`src/design/tbs_pkg.sv`:
```
`timescale 1ns / 1ps
// ----------------------------------------------------------------------------
// tbs_pkg
// Shared widths, constants and controller/datapath handshake types for the
// Tanimoto bit-vector similarity block.
// ----------------------------------------------------------------------------
package tbs_pkg;

    // Word format of the incoming fingerprint pairs
    localparam int WORD_W    = 32;
    localparam int WORD_BITS = 32;
    localparam int MAX_WORDS = 32;

    // Bits of each input word that take part in the counts
    localparam logic [WORD_W-1:0] WORD_MASK =
        (WORD_BITS >= WORD_W) ? {WORD_W{1'b1}}
                              : WORD_W'((64'd1 << WORD_BITS) - 64'd1);

    // Result widths
    localparam int CNT_W = 11;
    localparam int SIM_W = 17;
    localparam int POP_W = $clog2(WORD_W + 1);
    localparam int SEEN_W = $clog2(MAX_WORDS + 1);

    localparam logic [CNT_W-1:0]  COUNT_MAX = {CNT_W{1'b1}};
    localparam logic [SIM_W-1:0]  ONE_Q16   = SIM_W'(65536);

    // Divider: numerator is count * 2^16 plus half the divisor
    localparam int FRAC_W    = 16;
    localparam int NUM_W     = CNT_W + FRAC_W;
    localparam int DIV_STEPS = SIM_W;
    localparam int STEP_W    = $clog2(DIV_STEPS);

    // Commands from controller to datapath
    typedef struct packed {
        logic acc_en;     // accept an input word pair
        logic div_load;   // snapshot totals, start divide, clear totals
        logic div_step;   // one restoring division step
        logic out_load;   // move finished result into output registers
    } tbs_cmd_t;

    // Status from datapath to controller
    typedef struct packed {
        logic div_last;   // current division step is the final one
    } tbs_sts_t;

    // Number of set bits in one word
    function automatic logic [POP_W-1:0] pop_count(input logic [WORD_W-1:0] v);
        logic [POP_W-1:0] n;
        n = '0;
        for (int i = 0; i < WORD_W; i++)
        begin
            n = n + POP_W'(v[i]);
        end
        return n;
    endfunction

    // Add a word count to a running total, saturating at the top
    function automatic logic [CNT_W-1:0] sat_add(input logic [CNT_W-1:0] a,
                                                 input logic [POP_W-1:0] b);
        logic [CNT_W:0] s;
        s = {1'b0, a} + (CNT_W+1)'(b);
        return (s > {1'b0, COUNT_MAX}) ? COUNT_MAX : s[CNT_W-1:0];
    endfunction

endpackage

```
`src/design/tbs_ctrl.sv`:
```
`timescale 1ns / 1ps
// ----------------------------------------------------------------------------
// tbs_ctrl
// Controller: accumulates requests, sequences the serial divide and hands
// the finished result to the output register.
// ----------------------------------------------------------------------------
module tbs_ctrl
(
    input  logic             clk,
    input  logic             rst_n,
    input  logic             in_valid,
    input  logic             last_word,
    output logic             in_stall,
    output logic             out_valid,
    input  logic             out_stall,
    output tbs_pkg::tbs_cmd_t cmd,
    input  tbs_pkg::tbs_sts_t sts
);
    import tbs_pkg::*;

    typedef enum logic [1:0] {
        ST_ACC,
        ST_LOAD,
        ST_DIV,
        ST_DONE
    } state_t;

    state_t state_reg, state_next;
    logic   out_valid_reg, out_valid_next;
    logic   in_take;
    logic   out_free;

    assign in_stall  = (state_reg != ST_ACC);
    assign in_take   = in_valid && (state_reg == ST_ACC);
    assign out_free  = !out_valid_reg || !out_stall;
    assign out_valid = out_valid_reg;

    // Next state and commands
    always_comb
    begin
        state_next   = state_reg;
        cmd          = '0;
        cmd.acc_en   = in_take;
        case (state_reg)
            ST_ACC:
            begin
                if (in_take && last_word)
                    state_next = ST_LOAD;
            end
            ST_LOAD:
            begin
                cmd.div_load = 1'b1;
                state_next   = ST_DIV;
            end
            ST_DIV:
            begin
                cmd.div_step = 1'b1;
                if (sts.div_last)
                    state_next = ST_DONE;
            end
            ST_DONE:
            begin
                if (out_free)
                begin
                    cmd.out_load = 1'b1;
                    state_next   = ST_ACC;
                end
            end
            default:
            begin
                state_next = ST_ACC;
            end
        endcase
    end

    // Output valid: set on load, cleared when the request is taken
    always_comb
    begin
        if (cmd.out_load)
            out_valid_next = 1'b1;
        else
            out_valid_next = out_valid_reg && out_stall;
    end

    // State and registered outputs
    always_ff @(posedge clk or negedge rst_n)
    begin
        if (!rst_n)
        begin
            state_reg     <= ST_ACC;
            out_valid_reg <= 1'b0;
        end
        else
        begin
            state_reg     <= state_next;
            out_valid_reg <= out_valid_next;
        end
    end

endmodule

```
`src/design/tbs_dp.sv`:
```
`timescale 1ns / 1ps
// ----------------------------------------------------------------------------
// tbs_dp
// Datapath: running AND/OR popcounts, restoring bit-serial divider and the
// output result registers.
// ----------------------------------------------------------------------------
module tbs_dp
(
    input  logic                         clk,
    input  logic                         rst_n,
    input  tbs_pkg::tbs_cmd_t            cmd,
    output tbs_pkg::tbs_sts_t            sts,
    input  logic [tbs_pkg::WORD_W-1:0]   word_a,
    input  logic [tbs_pkg::WORD_W-1:0]   word_b,
    output logic [tbs_pkg::CNT_W-1:0]    common_bits,
    output logic [tbs_pkg::CNT_W-1:0]    union_bits,
    output logic [tbs_pkg::SIM_W-1:0]    similarity,
    output logic                         empty_union,
    output logic                         too_long
);
    import tbs_pkg::*;

    // Accumulator state
    logic [CNT_W-1:0]  common_total_reg, common_total_next;
    logic [CNT_W-1:0]  union_total_reg,  union_total_next;
    logic [SEEN_W-1:0] words_seen_reg,   words_seen_next;
    logic              overflowed_reg,   overflowed_next;

    // Divider state and snapshot of the finished vector
    logic [CNT_W-1:0]  rem_reg,  rem_next;
    logic [SIM_W-1:0]  quo_reg,  quo_next;
    logic [CNT_W-1:0]  den_reg,  den_next;
    logic [CNT_W-1:0]  snap_common_reg, snap_common_next;
    logic              snap_empty_reg,  snap_empty_next;
    logic              snap_over_reg,   snap_over_next;
    logic [STEP_W-1:0] step_reg, step_next;

    // Output registers
    logic [CNT_W-1:0]  common_out_reg, common_out_next;
    logic [CNT_W-1:0]  union_out_reg,  union_out_next;
    logic [SIM_W-1:0]  sim_out_reg,    sim_out_next;
    logic              empty_out_reg,  empty_out_next;
    logic              over_out_reg,   over_out_next;

    logic [WORD_W-1:0] a_m, b_m;
    logic [POP_W-1:0]  and_cnt, or_cnt;
    logic [NUM_W-1:0]  num;
    logic [CNT_W:0]    trial;
    logic              q_bit;
    logic [SIM_W-1:0]  sim_clamped;

    // Word popcounts
    assign a_m     = word_a & WORD_MASK;
    assign b_m     = word_b & WORD_MASK;
    assign and_cnt = pop_count(a_m & b_m);
    assign or_cnt  = pop_count(a_m | b_m);

    // Rounded numerator: common * 2^16 + union / 2
    assign num = {common_total_reg, {FRAC_W{1'b0}}}
               + NUM_W'(union_total_reg >> 1);

    // One restoring divide step
    assign trial = {rem_reg, quo_reg[SIM_W-1]};
    assign q_bit = (trial >= {1'b0, den_reg});

    assign sim_clamped  = (quo_reg > ONE_Q16) ? ONE_Q16 : quo_reg;
    assign sts.div_last = (step_reg == STEP_W'(DIV_STEPS - 1));

    // Accumulators
    always_comb
    begin
        common_total_next = common_total_reg;
        union_total_next  = union_total_reg;
        words_seen_next   = words_seen_reg;
        overflowed_next   = overflowed_reg;
        if (cmd.div_load)
        begin
            common_total_next = '0;
            union_total_next  = '0;
            words_seen_next   = '0;
            overflowed_next   = 1'b0;
        end
        else if (cmd.acc_en)
        begin
            if (words_seen_reg < SEEN_W'(MAX_WORDS))
            begin
                common_total_next = sat_add(common_total_reg, and_cnt);
                union_total_next  = sat_add(union_total_reg, or_cnt);
                words_seen_next   = words_seen_reg + 1'b1;
            end
            else
            begin
                overflowed_next = 1'b1;
            end
        end
    end

    // Divider
    always_comb
    begin
        rem_next         = rem_reg;
        quo_next         = quo_reg;
        den_next         = den_reg;
        step_next        = step_reg;
        snap_common_next = snap_common_reg;
        snap_empty_next  = snap_empty_reg;
        snap_over_next   = snap_over_reg;
        if (cmd.div_load)
        begin
            // Quotient fits in SIM_W bits, so the top bits start as remainder
            rem_next         = CNT_W'(num >> SIM_W);
            quo_next         = num[SIM_W-1:0];
            den_next         = union_total_reg;
            step_next        = '0;
            snap_common_next = common_total_reg;
            snap_empty_next  = (union_total_reg == '0);
            snap_over_next   = overflowed_reg;
        end
        else if (cmd.div_step)
        begin
            rem_next  = q_bit ? CNT_W'(trial - {1'b0, den_reg}) : trial[CNT_W-1:0];
            quo_next  = {quo_reg[SIM_W-2:0], q_bit};
            step_next = step_reg + 1'b1;
        end
    end

    // Result registers
    always_comb
    begin
        common_out_next = common_out_reg;
        union_out_next  = union_out_reg;
        sim_out_next    = sim_out_reg;
        empty_out_next  = empty_out_reg;
        over_out_next   = over_out_reg;
        if (cmd.out_load)
        begin
            common_out_next = snap_common_reg;
            union_out_next  = den_reg;
            sim_out_next    = snap_empty_reg ? '0 : sim_clamped;
            empty_out_next  = snap_empty_reg;
            over_out_next   = snap_over_reg;
        end
    end

    // Control state
    always_ff @(posedge clk or negedge rst_n)
    begin
        if (!rst_n)
        begin
            common_total_reg <= '0;
            union_total_reg  <= '0;
            words_seen_reg   <= '0;
            overflowed_reg   <= 1'b0;
            step_reg         <= '0;
        end
        else
        begin
            common_total_reg <= common_total_next;
            union_total_reg  <= union_total_next;
            words_seen_reg   <= words_seen_next;
            overflowed_reg   <= overflowed_next;
            step_reg         <= step_next;
        end
    end

    // Payload registers
    always_ff @(posedge clk)
    begin
        rem_reg         <= rem_next;
        quo_reg         <= quo_next;
        den_reg         <= den_next;
        snap_common_reg <= snap_common_next;
        snap_empty_reg  <= snap_empty_next;
        snap_over_reg   <= snap_over_next;
        common_out_reg  <= common_out_next;
        union_out_reg   <= union_out_next;
        sim_out_reg     <= sim_out_next;
        empty_out_reg   <= empty_out_next;
        over_out_reg    <= over_out_next;
    end

    assign common_bits = common_out_reg;
    assign union_bits  = union_out_reg;
    assign similarity  = sim_out_reg;
    assign empty_union = empty_out_reg;
    assign too_long    = over_out_reg;

endmodule

```
`src/design/tanimoto_bitvector_similarity.sv`:
```
`timescale 1ns / 1ps
// ----------------------------------------------------------------------------
// tanimoto_bitvector_similarity
// Tanimoto coefficient of two streamed bit-vector fingerprints, in Q1.16.
//
//   channel | direction | handshake          | payload
//   --------+-----------+--------------------+---------------------------------
//   in      | into      | in_valid/in_stall  | word_a, word_b, last_word
//   out     | out of    | out_valid/out_stall| common_bits, union_bits,
//           |           |                    | similarity, empty_union, too_long
//
// A word pair without last_word is taken whenever it is offered. After a
// last pair in_stall stays high through the load, the restoring divide,
// one quotient bit a cycle, and the hand-off to the output register.
// The output register holds a result under out_stall while the next vector
// accumulates; a finished divide waits in the controller until it is free.
// Reset is asynchronous, active low, and clears counts and handshakes.
// ----------------------------------------------------------------------------
module tanimoto_bitvector_similarity
(
    input  logic                         clk,
    input  logic                         rst_n,
    input  logic                         in_valid,
    output logic                         in_stall,
    input  logic [tbs_pkg::WORD_W-1:0]   word_a,
    input  logic [tbs_pkg::WORD_W-1:0]   word_b,
    input  logic                         last_word,
    output logic                         out_valid,
    input  logic                         out_stall,
    output logic [tbs_pkg::CNT_W-1:0]    common_bits,
    output logic [tbs_pkg::CNT_W-1:0]    union_bits,
    output logic [tbs_pkg::SIM_W-1:0]    similarity,
    output logic                         empty_union,
    output logic                         too_long
);
    import tbs_pkg::*;

    tbs_cmd_t cmd;
    tbs_sts_t sts;

    // Sequencer
    tbs_ctrl u_ctrl
    (
        .clk       (clk),
        .rst_n     (rst_n),
        .in_valid  (in_valid),
        .last_word (last_word),
        .in_stall  (in_stall),
        .out_valid (out_valid),
        .out_stall (out_stall),
        .cmd       (cmd),
        .sts       (sts)
    );

    // Counts, divider and result registers
    tbs_dp u_dp
    (
        .clk         (clk),
        .rst_n       (rst_n),
        .cmd         (cmd),
        .sts         (sts),
        .word_a      (word_a),
        .word_b      (word_b),
        .common_bits (common_bits),
        .union_bits  (union_bits),
        .similarity  (similarity),
        .empty_union (empty_union),
        .too_long    (too_long)
    );

endmodule

```
`config.mk`:
```
export PLATFORM = sky130hd
export DESIGN_NAME = tanimoto_bitvector_similarity
export DESIGN_NICKNAME = d
export VERILOG_FILES = /design/src/design/tbs_pkg.sv /design/src/design/tbs_ctrl.sv /design/src/design/tbs_dp.sv /design/src/design/tanimoto_bitvector_similarity.sv
export SDC_FILE = /design/constraint.sdc
export NUM_CORES = 1
export LEC_CHECK = 0
export BUFFER_PORTS_ARGS = -buffer_cell sky130_fd_sc_hd__clkbuf_2
export CORE_MARGIN = 2
export CORE_UTILIZATION = 38
export CTS_CLUSTER_SIZE = 12
export DETAILED_ROUTE_END_ITERATION = 10
export GPL_ROUTABILITY_DRIVEN = 0
export PLACE_DENSITY = 0.62
export SLEW_MARGIN = 20
export SYNTH_ARGS = -nofsm -noshare
export SYNTH_HDL_FRONTEND = slang
export SYNTH_HIERARCHICAL = 1
export SYNTH_SLANG_ARGS = --single-unit
```
`constraint.sdc`:
```
create_clock -name clk -period 9.18 [get_ports clk]
set_input_delay 1.836 -clock clk [delete_from_list [all_inputs] [get_ports clk]]
set_output_delay 1.836 -clock clk [all_outputs]
set_load 0.03 [all_outputs]
```
## Word-level counts from Yosys, hierarchy flattened

Index checks and enable logic that the tools add are counted.

- Add/subtract/negate cells: 68
- Magnitude comparators: 5
- Eq/ne operators: 8
- Muxes and demuxes: 31
- Bitwise operators: 2
- Reductions and logical operators: 16

Operators by type and width:

| kind | count |
|---|---|
| 6-bit by 1-bit adder with 6-bit output | 60 |
| 11-bit two-way mux | 9 |
| 17-bit two-way mux | 3 |
| 32-bit AND | 1 |
| 32-bit OR | 1 |
| 27-bit by 10-bit adder with 27-bit output | 1 |
| 11-bit by 6-bit adder with 12-bit output | 2 |
| 12-bit by 11-bit greater-than comparator with 1-bit output (second input constant) | 2 |
| 10-bit two-way mux | 2 |
| 6-bit two-way mux | 3 |
| 17-bit greater-than comparator (second input constant) | 1 |
| 12-bit by 11-bit >= comparator with 1-bit output | 1 |
| 11-bit zero test | 1 |
| 11-bit subtractor | 1 |
| 5-bit two-way mux | 2 |
| 1-bit two-way mux | 8 |
| 2-bit case mux with 4 select lines | 1 |
| 2-bit nonzero test | 4 |
| 6-bit by 1-bit adder with 6-bit output (second input constant) | 1 |
| 6-bit less-than comparator (second input constant) | 1 |
| 2-bit two-way mux | 3 |
| 2-bit inequality test (second input constant) | 3 |
| 5-bit by 1-bit adder with 5-bit output (second input constant) | 1 |
| 5-bit equality test (second input constant) | 1 |
| other kinds (11) | 17 |

- Register bits after elaboration: 130
- Input bits: 69
- Output and inout bits: 43
- Logic and storage cells: 150

## Depth between registers and ports, before layout

Gate-level depths: netlist of run 1.

- Depth after elaboration: 38
- Depth in mapped cells: 25
- Gate-level depth less buffers: 25

## Hierarchy

The synthesis of run 1 kept the hierarchy.

Modules (own cells, without submodules):

| module | times used | cells each | area each (um^2) | seq. area each (um^2) |
|---|---|---|---|---|
| tbs_dp | 1 | 651 | 7,741.2 | 3,633.5 |
| tbs_ctrl | 1 | 22 | 236.5 | 75.1 |

## Worst setup path before layout of run 1

OpenSTA, ideal clock, no wires.

- Path type: input to register
- Start point: input word_a[0] in the netlist's numbering
- End point: register u_dp.common_total_reg[5]
- Library setup time: 0.116 ns
- Arrival: 8.010 ns
- Required time: 9.064 ns
- Slack: 1.055 ns
- Stages on the path: 25
- Buffers on the path: 1
- Cells stage by stage: nand2_1 -> fa_1 -> inv_1 -> ha_1 -> inv_1 -> fa_1 -> fa_1 -> fa_1 -> fa_1 -> inv_1 -> fa_1 -> fa_1 -> inv_1 -> fa_1 -> inv_1 -> a21o_1 -> a21oi_1 -> xnor2_1 -> ha_1 -> nand2_1 -> o21ai_0 -> a21oi_1 -> or4b_2 -> buf_2 -> o311ai_0

- Word-level cells in the longest chain between the ends: 38

Ends and longest elaborated chain:

| element | RTL line | RTL |
|---|---|---|
| start: declaration | tanimoto_bitvector_similarity.sv:25 | `input logic [tbs_pkg::WORD_W-1:0] word_a,` |
| 32-bit AND (*) | tbs_dp.sv:55 | `assign and_cnt = pop_count(a_m & b_m);` |
| 1-bit by 1-bit adder with 2-bit output (*) | tbs_pkg.sv:53 | `n = n + POP_W'(v[i]);` |
| 6-bit by 1-bit adder with 6-bit output (*) (30 in series) | tbs_pkg.sv:53 |  |
| 11-bit by 6-bit adder with 12-bit output (*) | tbs_pkg.sv:62 | `s = {1'b0, a} + (CNT_W+1)'(b);` |
| 12-bit by 11-bit greater-than comparator with 1-bit output | tbs_pkg.sv:63 | `return (s > {1'b0, COUNT_MAX}) ? COUNT_MAX : s[CNT_W-1:0];` |
| 11-bit two-way mux (*) | tbs_pkg.sv:63 |  |
| 11-bit two-way mux (*) | tbs_dp.sv:85 | `if (words_seen_reg < SEEN_W'(MAX_WORDS))` |
| 11-bit two-way mux (*) | tbs_dp.sv:83 | `else if (cmd.acc_en)` |
| 11-bit two-way mux (*) | tbs_dp.sv:76 | `if (cmd.div_load)` |
| end signal: assignment | tbs_dp.sv:158 | `common_total_reg <= common_total_next;` |
| end: declaration | tbs_dp.sv:24 | `logic [CNT_W-1:0] common_total_reg, common_total_next;` |

Every way passes the cells marked *; elsewhere a longest branch is shown, timed or not. The select of a mux whose other input is x is not followed.
A chain may end at the register's enable or synchronous reset.

## Final worst setup path of run 1

Same ends and word-level chain as after synthesis.

==> out/qor.txt, run 1 <==
TritonCTS buffer count - 17
synthesized area - 0.00798 mm2
# diodes - 0
final setup fails - 0
Layout Skew - 0.00822 ns
status - complete, no violations
most common cell in the netlist - edfxtp_1
total setup buffers inserted after CTS - 0
Skew-Pair Late Insertion Delay - 0.41 ns
final wirelength - 16.1 mm
deepest clock path buffer count - 2
top cells by count, synth - edfxtp_1, inv_1, fa_1, ha_1, nor2_1
largest area contributor in the synthesized netlist - edfxtp_1
core area - 0.0208 mm2
crit path max fanout - 8
top cell type's share of synthesized area - 34.6%
Cells after Synth - 673
crit-path most repeated cell - fa_1
Peak VDD IR - 244 uV
Async SR Flop Fraction - 28.5%
CTS resizes - 0
Worst path slowest cell - or4b_2
fin crit share - 88.7%
Sink Count - 130
Max Cap Violations - 0
Crit Path Class - primary input to flop
number of flops mapped to enable cells by yosys - 92
crit path launch type - primary input
max_slew headroom - 41.1%
GRT Total Usage - 15.5%
Root Buffer - clkbuf_16
1st-pass router iterations - 4
CP peak stage delay - 0.73 ns
Bufs and invs on worst path - 6
Worst Hold Class - flop to flop
number of core rows - 53
worst hold slack - 0.415 ns
DR iter-0 viols - 352
DRT antenna net count - 0
chip height - 149 um
CTS Hold Bufs - 0
Critical Path RT - 9.46 ns
register bit total from synthesis - 130
library cells used by synthesis - 55
Overflow after GRT - 0
setup TNS - 0 ns
Synth area leaders - edfxtp_1, fa_1, dfrtp_1
drc violations - 0
Area Growth Syn to Fin - 18.8%
Slew Limit Fails - 0
routed via count - 5171
Final Hold Viols - 0
Power per Cell Area - 425 mW/mm2
synth warn - 6
number of global-route vias before repair - 5296
initial antenna violation count - 0
I/O pin total - 112
Post-DP HPWL - 12.3 mm
initial core utilization - 38.3%
Fill cells - 1938
Final min period - 8.14 ns
Clock transition at path regs - 0.05 ns
Max H-tree Level - 4
Top FF cell, synth - edfxtp_1
largest net degree at the start of global routing - 63
Mean Syn Cell Area - 11.9 um2
Port Buffers - 111
Nets - 964
Leakage - 4.14 nW
RSZ-0062 raised after global routing - no
Worst Tran Pin Value - 0.884 ns
global-route wire length before repair - 26.7 mm
FMAX - 123 MHz
TritonCTS clock tree - yes
proportion of layout cells with a drive suffix above 1 - 23.1%
WL/cell - 14.9 um
detailed-route vias per instance - 4.80
syn nets - 848
CP Capture Type - flop
Die Wd - 149 um
area of the die - 0.0222 mm2
CP delay by family, top - adder cells
Seq/Total Area, Yosys - 46.5%
arrival time at the worst endpoint - 8.43 ns
[final timing paths]
path | startpoint | end | slack, ns | depth (start not counted)
worst max-delay path | word_a[0] | u_dp/common_total_reg[5] | 1.04 | 25
worst min-delay path | u_dp/snap_common_reg[7] | u_dp/common_bits[7] | 0.42 | 0
worst max register to register | u_dp/union_total_reg[0] | u_dp/union_total_reg[10] | 3.18 | 18
worst min register to register | u_dp/snap_common_reg[7] | u_dp/common_bits[7] | 0.42 | 0
max in group asynchronous | rst_n | u_dp/union_total_reg[9] | 7.08 | 1
min in group asynchronous | rst_n | u_dp/overflowed_reg | 1.54 | 1
[worst reg2reg max path, delay by kind of cell, from the launching register on]
family                     cells  cell delay (ns)
AOI/OAI and AO/OA              4             0.78
adders and majority gates      8             4.09
buffers and inverters          3             0.21
DFF                            1             0.40
muxes                          1             0.22
and+or+nand+nor                2             0.17
[power by group]
part | total [W] | internal (W) | leakage, nW | switching (W)
Combinational | 0.00223 | 0.000961 | 2.44 | 0.00127
Sequential | 0.00109 | 0.000951 | 1.39 | 0.000138
Clock | 0.000711 | 0.000463 | 0.305 | 0.000247
Total | 0.00403 | 0.00238 | 4.14 | 0.00165
[placed cells by master (no fill, tap or decap), drive strengths merged, types with 2 or more instances in the layout]
master,synthesis,layout
a31oi,6,6
xor2,17,17
or2,22,22
a21oi,28,28
o21a,2,2
nor2b,19,19
nand3b,6,6
nand4,6,6
edfxtp,92,92
fa,53,53
inv,63,65
buf,4,5
ha,53,53
mux2,12,12
a21o,7,7
a221oi,3,3
clkbuf,14,130
nor3,6,6
nor3b,3,3
o21ai,19,19
a21boi,3,3
xnor2,12,12
dfrtp,37,37
and2,32,32
nor2,49,49
mux2i,8,8
clkinv,0,5
o311ai,6,6
nand3,5,5
nand2b,8,8
o21bai,3,3
a211oi,9,9
and3,5,5
bufinv,0,4
nand2,38,38
nor4,9,9
[cell families after synthesis]
kind of cell / Yosys count / share of synthesized area (%)
and+or+nand+nor: 213 / 14.1
DFF: 130 / 46.5
adders and majority gates: 106 / 21.6
AOI/OAI and AO/OA: 94 / 7.94
buffers and inverters: 81 / 3.98
xor gates and xnor gates: 29 / 3.18
muxes: 20 / 2.70
[metrics by stage]
step / setup WS (ns) / std cells / power (W) / util [%] / cell area (um2)
3_3_place_gp: 0.701 / 1045 / 0.00332 / 42.5 / 8850
3_5_place_dp: 0.613 / 1045 / 0.00336 / 42.5 / 8850
6_report: 1.04 / 1077 / 0.00403 / 45.5 / 9480
4_1_cts: 1.03 / 1077 / 0.00408 / 45.5 / 9480
5_1_grt: 0.569 / 1077 / 0.00443 / 45.5 / 9480
2_1_floorplan: 1.05 / 673 / 0.00285 / - / 7980
[area by class of cell]
class                   count  area, um2  area share [%]
multi-input cells         462       3980            41.9
flip-flops and latches    130       3710            39.1
repair buffers            115        586            6.18
clock buffers              20        447            4.71
well taps                 275        344            3.63
inverters                  63        236            2.50
clock inverters            12        181            1.91
[layer usage]
metal  track usage, %  vias to the layer above  share of wire, %  wire (um)
met3             3.21                       18               5.1        814
met2             25.9                      161                47       7610
met5                0                        -                 0          0
met1             20.5                     2428                46       7440
li1                 -                     2564                 -          -
met4             4.57                        0               1.4        222
No activity file was read; power rests on OpenSTA's default activity.
==> inputs of run 2 (changes only) <==
--- a/config.mk
+++ b/config.mk
@@ -5,13 +5,14 @@
 export SDC_FILE = /design/constraint.sdc
 export NUM_CORES = 1
 export LEC_CHECK = 0
+export ABC_AREA = 1
 export BUFFER_PORTS_ARGS = -buffer_cell sky130_fd_sc_hd__clkbuf_2
 export CORE_MARGIN = 2
 export CORE_UTILIZATION = 38
 export CTS_CLUSTER_SIZE = 12
 export DETAILED_ROUTE_END_ITERATION = 10
 export GPL_ROUTABILITY_DRIVEN = 0
-export PLACE_DENSITY = 0.62
+export PLACE_DENSITY = 0.61
 export SLEW_MARGIN = 20
 export SYNTH_ARGS = -nofsm -noshare
 export SYNTH_HDL_FRONTEND = slang
==> run 2 against run 1 <==
  * Sequential share of layout area fell by 1.9 points
  * Fmax rose by 7.2%
  * Wire length rose by 11%
  * Largest cell class unchanged
  * Largest power group unchanged
==> out/qor.txt, run 2 <==
status - complete, no violations
Top FF cell, synth - edfxtp_1
synthesized area - 0.00861 mm2 (+7.9%)
deepest clock path buffer count - 2 (unchanged)
largest area contributor in the synthesized netlist - edfxtp_1
initial antenna violation count - 0 (unchanged)
chip height - 154 um (+3.8%)
Worst Hold Class - flop to flop
Critical Path RT - 9.47 ns (about the same)
Skew-Pair Late Insertion Delay - 0.41 ns (about the same)
Peak VDD IR - 181 uV (-26%)
hold_sp - u_dp/snap_common_reg[10]
Max Cap Violations - 0 (unchanged)
arrival time at the worst endpoint - 7.89 ns (-0.54 ns)
DRT antenna net count - 0 (unchanged)
number of core rows - 55 (+3.8%)
area of the die - 0.0239 mm2 (+7.7%)
Cells after Synth - 921 (+37%)
register bit total from synthesis - 130 (unchanged)
FF-to-FF path depth - 19 (+1)
Worst Hold End - u_dp/common_bits[10]
most common cell in the netlist - nand2_1
reg2reg setup slack - 3.65 ns (+0.47 ns)
Max H-tree Level - 4 (unchanged)
Slew Limit Fails - 0 (unchanged)
Root Buffer - clkbuf_16
Leakage - 4.94 nW (+19%)
TritonCTS buffer count - 17 (unchanged)
routed via count - 6312 (+22%)
CTS resizes - 0 (unchanged)
initial core utilization - 38.4% (+0.048 points)
Synth area leaders - edfxtp_1, fa_1, dfrtp_1
Final WS setup - 1.58 ns (+0.544 ns)
hold depth - 0 (unchanged)
Area after DPL - 0.00943 mm2 (+6.5%)
global-route wire length before repair - 29.7 mm (+11%)
Layout Utilization - 44.4% (-1.1 points)
largest net degree at the start of global routing - 69 (+9.5%)
GRT Total Usage - 15.6% (+0.12 points)
Final Hold Viols - 0 (unchanged)
DR iter-0 viols - 332 (-5.7%)
library cells used by synthesis - 44 (-20%)
Port Buffers - 111 (unchanged)
Seq/Total Area, Yosys - 43.1% (-3.4 points)
crit path launch type - primary input
drc violations - 0 (unchanged)
reg2reg end - u_dp/union_total_reg[10]
most common cell after layout, fill and taps aside - nand2_1
I/O pin total - 112 (unchanged)
final wirelength - 17.8 mm (+11%)
Final min period - 7.60 ns (-0.544 ns)
Sink Count - 130 (unchanged)
Die Wd - 154 um (+3.8%)
Crit Path Class - primary input to flop
setup TNS - 0 ns (unchanged)
Worst Tran Pin Value - 0.940 ns (+0.0565 ns)
TritonCTS clock tree - yes
max_slew headroom - 37.3% (-3.8 points)
Reg area - 0.00371 mm2 (unchanged)
Nets - 1212 (+26%)
syn nets - 1096 (+29%)
number of global-route vias before repair - 6204 (+17%)
Clock transition at path regs - 0.06 ns (about the same)
WL/cell - 13.3 um (-11%)
fin crit share - 82.8% (-5.9 points)
Fill cells - 2164 (+12%)
final instance area - 0.00996 mm2 (+5.1%)
synth warn - 6 (unchanged)
CP Capture Type - flop
total setup buffers inserted after CTS - 0 (unchanged)
most frequent cells in the layout - nand2_1, inv_1, clkbuf_2
top cells by count, synth - nand2_1, inv_1, edfxtp_1
proportion of layout cells with a drive suffix above 1 - 20.4% (-2.7 points)
Layout Skew - 0.00467 ns (-0.00355 ns)
number of flops mapped to enable cells by yosys - 92 (unchanged)
Area Growth Syn to Fin - 15.7%
Power per Cell Area - 408 mW/mm2 (-4.0%)
final setup fails - 0 (unchanged)
Mean Syn Cell Area - 9.34 um2 (-21%)
post-placement setup slack - 1.09 ns (+0.479 ns)
Overflow after GRT - 0 (unchanged)
detailed-route vias per instance - 4.73 (-1.5%)
1st-pass router iterations - 4 (unchanged)
RSZ-0062 raised after global routing - no
FMAX - 132 MHz (+7.2%)
CTS Hold Bufs - 0 (unchanged)
Multi-input gate area - 0.00415 mm2 (+4.4%)
# diodes - 0 (unchanged)
Async SR Flop Fraction - 28.5% (unchanged)
crit path max fanout - 8 (unchanged)
worst reg2reg path startpoint - u_dp/union_total_reg[0]
top cell type's share of synthesized area - 32.1% (-2.5 points)
Post-DP HPWL - 13.9 mm (+13%)
core area - 0.0224 mm2 (+7.7%)
run 2: cell types whose count changed after synthesis, moves of 9 or more:
cell / before / now
nand2_1: 38 / 229
inv_1: 63 / 165
nor2b_1: 19 / 0
clkbuf_1: 14 / 5
nand2_2: 0 / 18
xor2_1: 17 / 7
nor2_2: 0 / 12
nand3_2: 0 / 10
nand4_1: 6 / 19
o21ai_0: 18 / 27
and2_1: 32 / 0
nand3_1: 5 / 41
mux2_2: 11 / 0
run 2: how the worst max path moves through the flow:
stage / from / endpoint / slack, ns
after floorplan: word_a[0] / u_dp/common_total_reg[4] / 1.63
after global placement: word_a[0] / u_dp/common_total_reg[0] / 1.24
after detailed placement: word_a[0] / u_dp/common_total_reg[4] / 1.09
after CTS: word_a[0] / u_dp/common_total_reg[0] / 1.54
after global routing: word_b[0] / u_dp/common_total_reg[4] / 1.28
final: word_a[0] / u_dp/common_total_reg[0] / 1.58
run 2: cell type report:
type / instances / share of cell area, %
Inverter: 169 / 6.37
Clock buffer: 20 / 4.39
Sequential cell: 130 / 37.2
Multi-Input combinational cell: 605 / 41.7
Tap cell: 285 / 3.58
Clock inverter: 12 / 0.917
Timing Repair Buffer: 114 / 5.81
run 2: kinds of logic after synthesis:
group | synth area share, %
xor+xnor | 1.22
flops | 43.1
simple gates | 22.5
compound gates | 4.32
buf+inv | 8.83
fa+ha+maj | 20.0
run 2: through the flow:
| step | hold WS (ns) | power, W | cells |
|---|---|---|---|
| CTS | 0.420 | 0.00411 | 1335 |
| detailed placement | 0.405 | 0.00348 | 1303 |
| global route | 0.421 | 0.00451 | 1335 |
| finish | 0.418 | 0.00406 | 1335 |
| global placement | 0.404 | 0.00343 | 1303 |
| floorplan | 0.400 | 0.00298 | 921 |
run 2: worst max-delay path, cell delays in order:
cell	delay, ns
clkbuf_2	0.09
nand2_1	0.07
fa_1	0.53
inv_1	0.05
ha_1	0.28
inv_1	0.08
fa_1	0.45
fa_1	0.52
fa_1	0.53
fa_1	0.54
inv_1	0.05
fa_1	0.56
fa_1	0.20
inv_1	0.05
fa_1	0.39
o221ai_1	0.24
xor2_1	0.22
ha_1	0.29
nand2_1	0.08
nand2_1	0.07
a21boi_2	0.16
nand2_2	0.11
nand3_2	0.16
inv_2	0.05
o21ai_0	0.19
nand2_1	0.08
run 2: power by group:
part | switching [W] | internal (W)
combinational | 0.00152 | 0.000893
sequential | 0.000110 | 0.000930
clock | 0.000240 | 0.000367
total | 0.00187 | 0.00219
run 2: metal layers:
| layer | vias up | wire length [um] | GRT usage [%] |
|---|---|---|---|
| li1 | 3187 | - | - |
| met2 | 139 | 8390 | 25.5 |
| met4 | 0 | 230 | 4.67 |
| met5 | - | 0 | 0 |
| met1 | 2961 | 8530 | 21.1 |
| met3 | 25 | 644 | 3.19 |
